<file path="config.mk">
export PLATFORM = sky130hd
export DESIGN_NAME = preamble_length_packet_deframer
export DESIGN_NICKNAME = d
export VERILOG_FILES = /design/src/rtl/pld_pkg.sv /design/src/rtl/pld_regs.sv /design/src/rtl/pld_dp.sv /design/src/rtl/pld_ctrl.sv /design/src/rtl/preamble_length_packet_deframer.sv
export SDC_FILE = /design/constraint.sdc
export NUM_CORES = 1
export LEC_CHECK = 0
export BUFFER_PORTS_ARGS = -buffer_cell sky130_fd_sc_hd__buf_2
export CORE_UTILIZATION = 55
export DETAILED_ROUTE_END_ITERATION = 7
export PLACE_DENSITY = 0.8
export SLEW_MARGIN = 10
export SYNTH_ARGS = -nofsm -noshare
export SYNTH_HDL_FRONTEND = slang
export SYNTH_SLANG_ARGS = --single-unit
</file>
<file path="constraint.sdc">
create_clock -name clk -period 5.05 [get_ports clk]
set_clock_uncertainty 0.2 [all_clocks]
set_input_delay 1.2625 -clock clk [delete_from_list [all_inputs] [get_ports clk]]
set_output_delay 1.2625 -clock clk [all_outputs]
set_load 0.02 [all_outputs]
</file>
<file path="src/rtl/pld_pkg.sv">
// ----------------------------------------------------------------------------
// pld_pkg
// Shared types and constants for the preamble / length packet deframer.
// ----------------------------------------------------------------------------
`timescale 1ns / 1ps
`default_nettype none

package pld_pkg;

  // default payload store depth
  localparam int MaxPayloadDefault = 32;

  // field widths
  localparam int ByteW  = 8;
  localparam int IndexW = 5;
  localparam int LenW   = 6;
  localparam int TmoW   = 16;
  localparam int IdleW  = 17;

  // configuration port
  localparam int AddrW = 4;
  localparam int DataW = 32;

  // register indexes (word address bits)
  localparam logic [1:0] REG_PREAMBLE = 2'd0;
  localparam logic [1:0] REG_MAX_LEN  = 2'd1;
  localparam logic [1:0] REG_TIMEOUT  = 2'd2;

  // reset values of the registers
  localparam logic [ByteW-1:0] PreambleReset = 8'd0;
  localparam logic [LenW-1:0]  MaxLenReset   = 6'd32;
  localparam logic [TmoW-1:0]  TimeoutReset  = 16'd100;

  // input item kinds
  localparam logic MODE_BYTE = 1'b0;
  localparam logic MODE_TICK = 1'b1;

  typedef struct packed {
    logic             mode;
    logic [ByteW-1:0] rx_byte;
  } pld_in_t;

  typedef struct packed {
    logic [ByteW-1:0]  out_byte;
    logic [IndexW-1:0] out_index;
    logic [LenW-1:0]   packet_length;
    logic              last;
  } pld_out_t;

  typedef struct packed {
    logic [ByteW-1:0] preamble_value;
    logic [LenW-1:0]  max_length;
    logic [TmoW-1:0]  timeout_ticks;
  } pld_cfg_t;

  typedef enum logic [1:0] {
    ST_HUNT,
    ST_LEN,
    ST_DATA,
    ST_EMIT
  } pld_state_t;

  // controller to datapath
  typedef struct packed {
    logic tick_inc;
    logic idle_clr;
    logic len_load;
    logic fill_clr;
    logic fill_store;
    logic emit_clr;
    logic emit_load;
  } pld_cmd_t;

  // datapath to controller
  typedef struct packed {
    logic is_preamble;
    logic timed_out;
    logic len_ok;
    logic fill_last;
    logic emit_last;
    logic out_free;
  } pld_stat_t;

endpackage

`default_nettype wire

</file>
<file path="src/rtl/pld_regs.sv">
// ----------------------------------------------------------------------------
// pld_regs
// APB-style configuration registers: preamble, maximum length, timeout.
// ----------------------------------------------------------------------------
`timescale 1ns / 1ps
`default_nettype none

module pld_regs (
  input  wire logic                      clk,
  input  wire logic                      rst,
  input  wire logic                      psel,
  input  wire logic                      penable,
  input  wire logic                      pwrite,
  input  wire logic [pld_pkg::AddrW-1:0] paddr,
  input  wire logic [pld_pkg::DataW-1:0] pwdata,
  output logic      [pld_pkg::DataW-1:0] prdata,
  output logic                           pready,
  output pld_pkg::pld_cfg_t              cfg
);
  import pld_pkg::*;

  logic       wr_en;
  logic [1:0] reg_sel;

  assign pready  = 1'b1;
  assign reg_sel = paddr[3:2];
  assign wr_en   = psel && penable && pwrite;

  // register writes
  always_ff @(posedge clk) begin
    if (rst) begin
      cfg.preamble_value <= PreambleReset;
      cfg.max_length     <= MaxLenReset;
      cfg.timeout_ticks  <= TimeoutReset;
    end else if (wr_en) begin
      unique case (reg_sel)
        REG_PREAMBLE: cfg.preamble_value <= pwdata[ByteW-1:0];
        REG_MAX_LEN:  cfg.max_length     <= pwdata[LenW-1:0];
        REG_TIMEOUT:  cfg.timeout_ticks  <= pwdata[TmoW-1:0];
        default: ;
      endcase
    end
  end

  // read mux
  always_comb begin
    unique case (reg_sel)
      REG_PREAMBLE: prdata = {{(DataW-ByteW){1'b0}}, cfg.preamble_value};
      REG_MAX_LEN:  prdata = {{(DataW-LenW){1'b0}}, cfg.max_length};
      REG_TIMEOUT:  prdata = {{(DataW-TmoW){1'b0}}, cfg.timeout_ticks};
      default:      prdata = '0;
    endcase
  end

endmodule

`default_nettype wire

</file>
<file path="src/rtl/pld_dp.sv">
// ----------------------------------------------------------------------------
// pld_dp
// Deframer datapath: idle tick counter, length, fill and emit counters, payload
// store, and the result register.
// ----------------------------------------------------------------------------
`timescale 1ns / 1ps
`default_nettype none

module pld_dp #(
  parameter int MAX_PAYLOAD = pld_pkg::MaxPayloadDefault
) (
  input  wire logic                      clk,
  input  wire logic                      rst,
  input  wire pld_pkg::pld_cfg_t         cfg,
  input  wire logic [pld_pkg::ByteW-1:0] rx_byte,
  input  wire pld_pkg::pld_cmd_t         cmd,
  output pld_pkg::pld_stat_t             stat,
  output logic                           result_valid,
  input  wire logic                      result_stall,
  output pld_pkg::pld_out_t              result
);
  import pld_pkg::*;

  // lengths never exceed what the 6-bit length register can hold
  localparam int LenMax = (1 << LenW) - 1;
  localparam int Depth  = (MAX_PAYLOAD < LenMax) ? MAX_PAYLOAD : LenMax;
  localparam int AW     = (Depth > 1) ? $clog2(Depth) : 1;
  localparam logic [ByteW-1:0] MaxPayloadB = ByteW'(MAX_PAYLOAD);
  localparam logic [IdleW-1:0] IdleMax     = '1;

  logic [IdleW-1:0] idle_ticks;
  logic [LenW-1:0]  expected_length;
  logic [LenW-1:0]  fill_count;
  logic [LenW-1:0]  emit_idx;
  logic [LenW-1:0]  fill_inc;
  logic [LenW-1:0]  emit_inc;
  logic [ByteW-1:0] payload_store [Depth];

  assign fill_inc = fill_count + LenW'(1);
  assign emit_inc = emit_idx + LenW'(1);

  // status to the controller
  assign stat.is_preamble = (rx_byte == cfg.preamble_value);
  assign stat.timed_out   = (idle_ticks > {1'b0, cfg.timeout_ticks});
  assign stat.len_ok      = (rx_byte != '0) && (rx_byte <= MaxPayloadB) &&
                            (rx_byte <= {{(ByteW-LenW){1'b0}}, cfg.max_length});
  assign stat.fill_last   = (fill_inc == expected_length);
  assign stat.emit_last   = (emit_inc == expected_length);
  assign stat.out_free    = !result_valid || !result_stall;

  // saturating idle tick counter
  always_ff @(posedge clk) begin
    if (rst) begin
      idle_ticks <= '0;
    end else if (cmd.idle_clr) begin
      idle_ticks <= '0;
    end else if (cmd.tick_inc && idle_ticks != IdleMax) begin
      idle_ticks <= idle_ticks + IdleW'(1);
    end
  end

  // frame length and fill / emit counters
  always_ff @(posedge clk) begin
    if (rst) begin
      expected_length <= '0;
      fill_count      <= '0;
      emit_idx        <= '0;
    end else begin
      if (cmd.len_load) begin
        expected_length <= rx_byte[LenW-1:0];
      end
      if (cmd.fill_clr) begin
        fill_count <= '0;
      end else if (cmd.fill_store) begin
        fill_count <= fill_inc;
      end
      if (cmd.emit_clr) begin
        emit_idx <= '0;
      end else if (cmd.emit_load) begin
        emit_idx <= emit_inc;
      end
    end
  end

  // payload store write port
  always_ff @(posedge clk) begin
    if (cmd.fill_store) begin
      payload_store[fill_count[AW-1:0]] <= rx_byte;
    end
  end

  // result register, loaded straight from the store read port
  always_ff @(posedge clk) begin
    if (cmd.emit_load) begin
      result.out_byte      <= payload_store[emit_idx[AW-1:0]];
      result.out_index     <= emit_idx[IndexW-1:0];
      result.packet_length <= expected_length;
      result.last          <= stat.emit_last;
    end
  end

  // result valid flag
  always_ff @(posedge clk) begin
    if (rst) begin
      result_valid <= 1'b0;
    end else if (cmd.emit_load) begin
      result_valid <= 1'b1;
    end else if (!result_stall) begin
      result_valid <= 1'b0;
    end
  end

endmodule

`default_nettype wire

</file>
<file path="src/rtl/pld_ctrl.sv">
// ----------------------------------------------------------------------------
// pld_ctrl
// Deframer controller: hunt, length, payload and emit phases.
// ----------------------------------------------------------------------------
`timescale 1ns / 1ps
`default_nettype none

module pld_ctrl (
  input  wire logic         clk,
  input  wire logic         rst,
  input  wire logic         item_valid,
  input  wire logic         mode,
  input  wire pld_pkg::pld_stat_t stat,
  output pld_pkg::pld_cmd_t  cmd,
  output logic               item_stall
);
  import pld_pkg::*;

  pld_state_t state;
  pld_state_t state_next;
  logic       xfer;
  logic       is_byte;

  assign item_stall = (state == ST_EMIT);
  assign xfer       = item_valid && !item_stall;
  assign is_byte    = xfer && (mode == MODE_BYTE);

  // state register
  always_ff @(posedge clk) begin
    if (rst) begin
      state <= ST_HUNT;
    end else begin
      state <= state_next;
    end
  end

  // next state and commands
  always_comb begin
    state_next   = state;
    cmd          = '0;
    cmd.tick_inc = xfer && (mode == MODE_TICK);

    unique case (state)
      ST_HUNT: begin
        if (is_byte) begin
          cmd.fill_clr = 1'b1;
          if (stat.is_preamble) begin
            cmd.idle_clr = 1'b1;
            state_next   = ST_LEN;
          end
        end
      end
      ST_LEN: begin
        if (is_byte) begin
          cmd.fill_clr = 1'b1;
          cmd.idle_clr = 1'b1;
          if (stat.timed_out) begin
            // stale frame: judge this byte as a possible preamble
            state_next = stat.is_preamble ? ST_LEN : ST_HUNT;
          end else if (stat.len_ok) begin
            cmd.len_load = 1'b1;
            state_next   = ST_DATA;
          end else begin
            state_next = ST_HUNT;
          end
        end
      end
      ST_DATA: begin
        if (is_byte) begin
          cmd.idle_clr = 1'b1;
          if (stat.timed_out) begin
            cmd.fill_clr = 1'b1;
            state_next   = stat.is_preamble ? ST_LEN : ST_HUNT;
          end else begin
            cmd.fill_store = 1'b1;
            if (stat.fill_last) begin
              cmd.fill_clr = 1'b1;
              cmd.emit_clr = 1'b1;
              state_next   = ST_EMIT;
            end
          end
        end
      end
      ST_EMIT: begin
        // one payload byte per free output slot
        if (stat.out_free) begin
          cmd.emit_load = 1'b1;
          if (stat.emit_last) begin
            state_next = ST_HUNT;
          end
        end
      end
      default: state_next = ST_HUNT;
    endcase
  end

endmodule

`default_nettype wire

</file>
<file path="src/rtl/preamble_length_packet_deframer.sv">
// ----------------------------------------------------------------------------
// preamble_length_packet_deframer
// Receives preamble / length / payload frames from a byte-and-tick stream and
// delivers each completed packet one payload byte per result.
// ----------------------------------------------------------------------------
// Usage:
//   item channel (item_valid / item_stall / item): each transfer is either a
//   received byte (mode 0) or a one millisecond tick (mode 1). Bytes and
//   ticks are taken one per cycle while a frame is being collected.
//   result channel (result_valid / result_stall / result): one transfer per
//   payload byte of a completed frame, in order, last set on the final one.
//   The first result of a packet is valid once the controller has entered
//   its emit phase and loaded the result register; further results follow
//   one per cycle unless the receiver stalls the result register. While a
//   packet is read out of the payload store (one read port) item_stall is
//   high. The last result may still wait in the result register while new
//   items are taken. Configuration must be written through the APB-style
//   port only while idle; the block itself does not enforce this.
//   Reset: synchronous, active high; the block hunts for a preamble with
//   cleared counters and registers at their reset values. The payload store
//   is not cleared and needs no clearing pass.
// ----------------------------------------------------------------------------
`timescale 1ns / 1ps
`default_nettype none

module preamble_length_packet_deframer #(
  parameter int MAX_PAYLOAD = pld_pkg::MaxPayloadDefault
) (
  input  wire logic                      clk,
  input  wire logic                      rst,
  // item channel
  input  wire logic                      item_valid,
  output logic                           item_stall,
  input  wire pld_pkg::pld_in_t          item,
  // result channel
  output logic                           result_valid,
  input  wire logic                      result_stall,
  output pld_pkg::pld_out_t              result,
  // configuration port
  input  wire logic                      psel,
  input  wire logic                      penable,
  input  wire logic                      pwrite,
  input  wire logic [pld_pkg::AddrW-1:0] paddr,
  input  wire logic [pld_pkg::DataW-1:0] pwdata,
  output logic      [pld_pkg::DataW-1:0] prdata,
  output logic                           pready
);
  import pld_pkg::*;

  pld_cfg_t  cfg;
  pld_cmd_t  cmd;
  pld_stat_t stat;

  // configuration registers
  pld_regs u_regs (
    .clk     (clk),
    .rst     (rst),
    .psel    (psel),
    .penable (penable),
    .pwrite  (pwrite),
    .paddr   (paddr),
    .pwdata  (pwdata),
    .prdata  (prdata),
    .pready  (pready),
    .cfg     (cfg)
  );

  // phase sequencing
  pld_ctrl u_ctrl (
    .clk        (clk),
    .rst        (rst),
    .item_valid (item_valid),
    .mode       (item.mode),
    .stat       (stat),
    .cmd        (cmd),
    .item_stall (item_stall)
  );

  // counters, payload store, result register
  pld_dp #(
    .MAX_PAYLOAD (MAX_PAYLOAD)
  ) u_dp (
    .clk          (clk),
    .rst          (rst),
    .cfg          (cfg),
    .rx_byte      (item.rx_byte),
    .cmd          (cmd),
    .stat         (stat),
    .result_valid (result_valid),
    .result_stall (result_stall),
    .result       (result)
  );

endmodule

`default_nettype wire

</file>
Word-level counts from Yosys, hierarchy flattened
Memory sizes are Yosys's and may differ from the RTL's. A register that Yosys moved wholly into a read port is not among the register bits.
Cells that the tools add are included.
Storage, ports and cells
  bits in latches: 0
  ROM bits: 0
  RAM bits: 256
  word-level logic and storage cells: 92
  memories kept: 1
  register bits: 80
  output and inout bits: 55
Memories
  u_dp.payload_store: depth 32, bits a word 8, rd ports 1, clocked after Yosys merged registers in 1, wr ports 1, RTL line pld_dp.sv:37  | logic [ByteW-1:0] payload_store [Depth];
Operators by class
  bitwise logic cells: 1
  shifts and indexed selects: 0
  add/subtract/negate cells: 3
  order comparisons: 3
  equal/unequal tests: 17
  reductions and logical operators: 22
  multiplexer cells: 33
  $mul: 0
  divide/modulo/power cells: 0
Operators with widths (count)
  $pmux W16 S3: 1
  $mux W2: 12
  $add A17 B1 Y17 const B: 1
  $gt A17 B16 Y1: 1
  $ne A17 B17 Y1 const B: 1
  $mux W1: 15
  $add A6 B1 Y6 const B: 2
  $eq A6 B6 Y1: 2
  $ne A2 B1 Y1 const B: 5
  $eq A8 B8 Y1: 1
  $le A8 B6 Y1: 1
  $le A8 B6 Y1 const B: 1
  $logic_and A1 B1 Y1: 8
  $pmux W2 S4: 1
  $reduce_bool A8 Y1: 1
  $reduce_and A7 Y1: 1
  $eq A2 B2 Y1 const B: 3
  $mux W3: 2
  $pmux W1 S3: 2
  $reduce_and A2 Y1: 3
  $reduce_or A2 Y1: 3
  $eq A2 B1 Y1 const B: 2
  $logic_not A2 Y1: 2
  $ne A2 B2 Y1 const B: 2
  4 further kinds: 6

Depth between registers and ports, before layout
Gate-level depths: netlist (run 1).
  word-level depth: 8
  mapped depth: 12
  gate-level depth less buffers: 12

Cells and area by module
A second synthesis (run 1) with hierarchy kept.
Second synthesis, totals
  cells, all modules: 1043
  area, all modules: 15072.0 um2
Modules (own cells, without submodules)
  pld_dp: cells each 831, instances 1, sequential area each 9008.6 um2, area an instance 13137.6 um2
  pld_regs: cells each 177, instances 1, sequential area each 600.6 um2, area an instance 1644.1 um2
  pld_ctrl: cells each 35, instances 1, sequential area each 40.0 um2, area an instance 290.3 um2

Least setup slack after synthesis (run 1)
OpenSTA, ideal clock, no wires.
  path type: input to output
  from: input paddr[3] in the netlist's numbering
  to: output prdata[0] in the netlist's numbering
  path buffers: 1
  data arrival time: 2.302 ns
  setup slack: 1.285 ns
  stages on the path: 3
  required time: 3.588 ns
  cells stage by stage: buf_1 > mux2i_1 > o21ai_0
On the way
  word-level cells in the longest chain between the ends: 2
Ends and longest elaborated chain
  from (decl): RTL line preamble_length_packet_deframer.sv:43  | input wire logic [pld_pkg::AddrW-1:0] paddr,
  $eq A2 B2 Y1, or another cell as far along: RTL line pld_regs.sv:47  | unique case (reg_sel)
  $pmux W16 S3 (*): RTL line pld_regs.sv:47
  to (decl): RTL line preamble_length_packet_deframer.sv:45  | output logic [pld_pkg::DataW-1:0] prdata,
Mark *: on every way between the ends. The rest lies on a longest branch, timed or not.

Final worst setup path (run 1)
  from: input paddr[3] in the netlist's numbering
  to: output prdata[13] in the netlist's numbering
The elaborated chain is that of the path after synthesis.

==> qor.yml, run 1 <==
ctsResizeCount: 0
io_pins: 107
design.die.area_um2: 27130
num_antenna_cells: 0
placed_area_um2: 15220
crit_path_frequent_cell: "buf_2"
r2r_start: "u_regs.cfg[4]$_SDFFE_PP0P_"
crit_family: "simple AND/OR/NAND/NOR gates"
slowest_stage: "nor2b_1"
dieWidth_um: 164.7
numCtsBuffers: 36
async_flop_share_pct: 0
clk_pin_slew_ps: 60
maxSlewHeadroom_pct: 25.84
reg2reg_depth: 9
outcome: "finished clean"
min_period_ps: 3848
cts_hold_buf: 0
whs_path_depth: 2
critPathMaxFanout: 13
fin_crit_sh_pct: 76.19
rsz0062_at_grt: "false"
fp.dieH_um: 164.7
dp_hpwl_um: 19020
ys_warn_count: 0
end_kind: "output pin"
drive_above_1_share_pct: 21.99
leakage_nw: 5.520
synthFlopType: "edfxtp_1"
post_cts_buffers: 0
ir_drop_uv: 224.3
routed.top_layer: "met4"
drt-met1-wl_um: 12720
num_rows: 59
drt_iter0_drc: 872
layout_setup_ws_ps: 1202
dr_total_vias: 8175
clock.fmax_ghz: 0.2599
netlist_instances: 931
portBuffers: 71
power_mw: 5.783
setup_violations: 0
finalHoldViolCount: 0
grt_pass1_vias: 7903
overflow: 0
synth_cell_types: 52
area_growth_pct: 12.49
worstSetupStartpointType: "input port"
crit_type: "input port to output pin"
ys_ff_latch: 344
initial_core_util_pct: 56.04
syn_area_um2: 14560
clock_sinks: 344
antenna_found_initial: 0
tns_ps: 0
cts_tree: "done"
clock_latency_ps: 510
tightest_slew_ps: 1108
nNetsFinal: 1093
ys_seq_area_share_pct: 66.27
cts_buffer_depth: 3
routedWlPerCell_um: 22.45
crit_required_ps: 3590
ff2ff_setup_slack_ps: 1230
vias_per_cell: 5.958
htree_levels: 2
syn_area_per_cell_um2: 15.64
synth_edf_count: 276
crit_chain: "buf_2 > nor2b_1 > and2_1 > buf_2"
root_buffer: "clkbuf_16"
slowest_delay_ps: 470
maxSlewViolCount: 0
grt_usage_pct: 23.78
maxCapViolations: 0
pre_cts_slack_ps: 1129
rr_endpoint: "u_dp.payload_store[12][5]$_DFFE_PP_"
worstHoldStart: "u_regs.cfg[7]$_SDFFE_PP0P_"
drc: 0
hp-class: "flip-flop to flip-flop"
drt_pass1_iterations: 5
final_cell_area_um2: 16380
core_um2: 25980
p_per_area_nw_per_um2: 353.0
grt_pass1_wl_um: 47270
dr_wl_met2_um: 15290
gp_congestion: 0.8205
grt_max_degree: 66
path_buf_inv: 2
worst-path-stages: 4
wl_um: 30800
cp.arrival_ps: 2390
holdPathEnd: "u_regs.cfg[7]$_SDFFE_PP0P_"
antenna_left: 0
route.met3.wl_um: 2095
==> cells by family after synthesis <==
group                    after synthesis  share of synthesized area [%]
AND/OR/NAND/NOR                      238                          7.433
buffers and inverters                 83                          2.638
flip-flops                           344                          66.27
other                                  2                        0.05157
adder cells (fa/ha/maj)               29                          2.492
AO/OA/AOI/OAI                         68                          3.110
multiplexers                         119                          15.12
XOR/XNOR                              48                          2.887
==> layer usage <==
metal  GRT usage, %  vias to the layer above
met3          3.566                       61
met4          7.298                        0
met1          33.31                     4073
met5              0                        -
li1               -                     3655
met2          38.75                      386
==> report_power, final <==
part | internal, mW | total, mW | switching [mW]
Combinational | 0.0314 | 0.129 | 0.0979
Clock | 1.55 | 2.59 | 1.04
Sequential | 3.06 | 3.06 | 0.00407
==> cell type report <==
cell class | count | area [um2]
clock buffer | 45 | 955.9
clock inverter | 18 | 201.4
fill | 1815 | 9605
inverter | 30 | 112.6
multi-input combinational | 519 | 4593
sequential | 344 | 9654
tap | 335 | 419.2
timing repair buffer | 81 | 442.9
==> synth_stat cells (2+ instances only) <==
cell type | number | area, um2
o21ai_0 | 11 | 55.05
edfxtp_1 | 276 | 8288
and3_1 | 3 | 18.77
xor2_1 | 29 | 254.0
nand3b_1 | 3 | 22.52
and2_1 | 12 | 75.07
xnor2_1 | 19 | 166.4
buf_2 | 4 | 20.02
nand3_1 | 14 | 70.07
or2_1 | 2 | 12.51
conb_1 | 2 | 7.510
ha_1 | 29 | 362.9
a211oi_1 | 4 | 30.03
nor3_1 | 5 | 25.02
buf_1 | 6 | 22.52
buf_4 | 18 | 135.1
nor4_1 | 5 | 31.28
nand4_1 | 10 | 62.56
dfxtp_1 | 68 | 1361
mux2i_1 | 31 | 310.3
mux2_2 | 8 | 90.09
or3_1 | 3 | 18.77
o211ai_1 | 6 | 45.04
clkbuf_1 | 25 | 93.84
nand2b_1 | 2 | 12.51
a31oi_1 | 2 | 12.51
and4_1 | 2 | 17.52
a21o_1 | 4 | 30.03
a2111oi_4 | 2 | 55.05
nand2_1 | 65 | 244.0
o21ai_1 | 3 | 15.01
a21oi_1 | 26 | 130.1
inv_1 | 29 | 108.9
mux4_2 | 80 | 1802
nor2b_1 | 6 | 37.54
a211o_1 | 2 | 17.52
nor2_1 | 99 | 371.6
o21a_1 | 2 | 15.01
==> flip-flops by register name (all words and copies together), names as in the netlist <==
name                  cells
u_ctrl.state              2
u_dp.emit_idx             6
u_dp.expected_length      6
u_dp.fill_count           6
u_dp.idle_ticks          17
u_dp.payload_store      256
u_dp.result              20
u_dp.result_valid         1
u_regs.cfg               30
==> layout by cell type (no fill, tap or decap), drive strengths merged, types with 3 or more instances in the layout <==
master	n
a211oi	4
a21o	4
a21oi	26
and2	12
and3	3
buf	81
bufinv	4
clkbuf	45
clkinv	11
conb	17
dfxtp	68
edfxtp	276
ha	29
inv	31
mux2	8
mux2i	31
mux4	80
nand2	65
nand3	14
nand3b	3
nand4	10
nor2	99
nor2b	6
nor3	6
nor4	5
o211ai	6
o21ai	15
or2	3
or3	3
xnor2	19
xor2	29
==> worst reg2reg max path: cells and delay by family (launching register included) <==
kind	cells	cell delay (ps)
compound gates	5	1280
fa+ha+maj	1	330
buf+inv	1	80
flops	1	370
simple gates	2	1200
==> worst max-delay path by stage <==
stage	endpoint	slack, ps	start
after floorplan	prdata[0]	1290	paddr[3]
after global placement	u_dp.payload_store[18][1]$_DFFE_PP_	1200	item_valid
after detailed placement	u_dp.payload_store[16][6]$_DFFE_PP_	1130	item_valid
after CTS	prdata[13]	1190	paddr[3]
after global routing	u_dp.payload_store[22][0]$_DFFE_PP_	950	u_regs.cfg[4]$_SDFFE_PP0P_
final	prdata[13]	1200	paddr[3]
==> stage by stage <==
step / cells / hold slack [ps] / utilization (%)
2_1_floorplan: 946 / 206.4 / -
3_5_place_dp: 1309 / 262.5 / 58.58
4_1_cts: 1372 / 272.2 / 63.03
6_report: 1372 / 271.4 / 63.03
3_3_place_gp: 1309 / 257.5 / 58.58
5_1_grt: 1372 / 290.1 / 63.03
No activity file was read; power rests on OpenSTA's default activity.
==> run 2, diff against run 1 <==
Clock period 5.05 ns to 3.6 ns, I/O delays scaled along.
==> qor.yml, run 2 (synthesis results as in run 1) <==
num_rows: 59  # unchanged
clock_sinks: 344  # unchanged
p_per_area_nw_per_um2: 481.1  # +36%
outcome: "finished clean"
fin_crit_sh_pct: 92.68
crit_type: "flip-flop to flip-flop"
htree_levels: 2  # unchanged
clock_latency_ps: 510  # about the same
drc: 0  # unchanged
root_buffer: "clkbuf_16"
cts_tree: "done"
maxSlewViolCount: 0  # unchanged
core_um2: 25980  # unchanged
setup_violations: 0  # unchanged
num_antenna_cells: 0  # unchanged
final_common_cell: "edfxtp_1"
nNetsFinal: 1138  # +4.1%
placed_area_um2: 15570  # +2.3%
cp.arrival_ps: 3270  # +880 ps
clock.fmax_ghz: 0.2997
tns_ps: 0  # unchanged
largest_register_ffs: 256  # unchanged
portBuffers: 71  # unchanged
cts_buffer_depth: 3  # unchanged
end_kind: "flip-flop"
grt_pass1_wl_um: 48700  # +3.0%
maxSlewHeadroom_pct: 46.27  # +20 points
design.die.area_um2: 27130  # unchanged
ff2ff_setup_slack_ps: 260  # -970 ps
rsz0062_at_grt: "false"
antenna_left: 0  # unchanged
fp.dieH_um: 164.7  # unchanged
final_cell_mix: "276 x edfxtp_1, 99 x nor2_1, 80 x mux4_2"
post_cts_buffers: 0  # unchanged
dieWidth_um: 164.7  # unchanged
whs_path_depth: 2  # unchanged
worstSetupStartpointType: "flip-flop"
vias_per_cell: 5.901  # -0.96%
routedWlPerCell_um: 22.58  # +0.60%
hp-class: "flip-flop to flip-flop"
wl_um: 32020  # +4.0%
holdPathEnd: "u_regs.cfg[11]$_SDFFE_PP0P_"
drt_pass1_iterations: 5  # unchanged
drive_above_1_share_pct: 25.21  # +3.2 points
drt_iter0_drc: 791  # -9.3%
rr_endpoint: "u_dp.payload_store[11][2]$_DFFE_PP_"
grt_pass1_vias: 8174  # +3.4%
grt_max_degree: 38  # -42%
finalHoldViolCount: 0  # unchanged
tightest_slew_ps: 802.5  # -305.1 ps
numCtsBuffers: 36  # unchanged
crit_required_ps: 3540  # -50 ps
area_growth_pct: 14.71
gp_congestion: 0.8144  # -0.74%
ir_drop_uv: 345.1  # +54%
dp_hpwl_um: 20370  # +7.1%
clk_pin_slew_ps: 60  # about the same
io_pins: 107  # unchanged
worstHoldStart: "u_regs.cfg[11]$_SDFFE_PP0P_"
initial_core_util_pct: 56.04  # unchanged
min_period_ps: 3336
final_cell_area_um2: 16700  # +2.0%
critPathMaxFanout: 8  # -5
holdWs_ps: 267.1  # -4.290 ps
r2r_start: "u_regs.cfg[4]$_SDFFE_PP0P_"
leakage_nw: 5.760  # +4.3%
dr_total_vias: 8368  # +2.4%
overflow: 0  # unchanged
antenna_found_initial: 0  # unchanged
grt_usage_pct: 24.67  # +0.88 points
maxCapViolations: 0  # unchanged
reg2reg_depth: 8  # -1
-- run 2: per-layer routing --
| metal | GRT usage, % | share of wire (%) |
|---|---|---|
| met3 | 3.666 | 7.5 |
| met1 | 33.23 | 40 |
| met5 | 0 | 0 |
| met4 | 5.713 | 1.4 |
| met2 | 42.48 | 51 |
-- run 2: worst max path at each step --
stage / startpoint / to / slack, ps
CTS: u_regs.cfg[4]$_SDFFE_PP0P_ / u_dp.payload_store[28][5]$_DFFE_PP_ / 170
floorplan: paddr[3] / prdata[0] / 560
detailed placement: u_regs.cfg[4]$_SDFFE_PP0P_ / u_dp.payload_store[28][6]$_DFFE_PP_ / 190
global route: u_dp.idle_ticks[2]$_SDFFE_PP0P_ / u_dp.payload_store[7][3]$_DFFE_PP_ / 110
finish: u_regs.cfg[4]$_SDFFE_PP0P_ / u_dp.payload_store[11][2]$_DFFE_PP_ / 260
global placement: u_regs.cfg[4]$_SDFFE_PP0P_ / u_dp.payload_store[29][7]$_DFFE_PP_ / 280
-- run 2: final cells by class --
| class | instances | area (um2) |
|---|---|---|
| sequential | 344 | 9654 |
| fill | 1754 | 9281 |
| multi-input combinational | 519 | 4597 |
| clock buffer | 47 | 973.4 |
| timing repair buffer | 126 | 793.3 |
| tap | 335 | 419.2 |
| clock inverter | 17 | 153.9 |
| inverter | 30 | 112.6 |
-- run 2: timing repair --
item                       4_1_cts  5_1_grt
gates resized for setup          0        1
hold endpoints to repair         0        0
setup endpoints to repair        0       60
hold buffers                     0        0
-- run 2: power by group --
part	internal, mW	leakage (nW)	switching [mW]
logic	0.0476	2.17	0.138
registers	4.29	3.04	0.00558
clock network	2.12	0.553	1.44
total	6.45	5.76	1.58
-- run 2: worst max-delay path, stage by stage, from the launching register on --
cell and delay [ps]:
dfxtp_1 360, inv_1 70, ha_1 320, a21oi_1 130, o21ai_1 130, a2111oi_4 440, o21a_1 250, o211ai_1 320
nor2_1 740
-- run 2: per-stage QoR --
stage	utilization [%]	setup WS [ps]	total power [mW]	std cells
after CTS	64.27	174.0	8.079	1418
after floorplan	-	560.0	4.471	946
after detailed placement	59.93	193.6	4.562	1354
final	64.28	263.6	8.036	1418
after global placement	59.93	278.0	4.555	1354
after global routing	64.28	108.9	8.252	1418
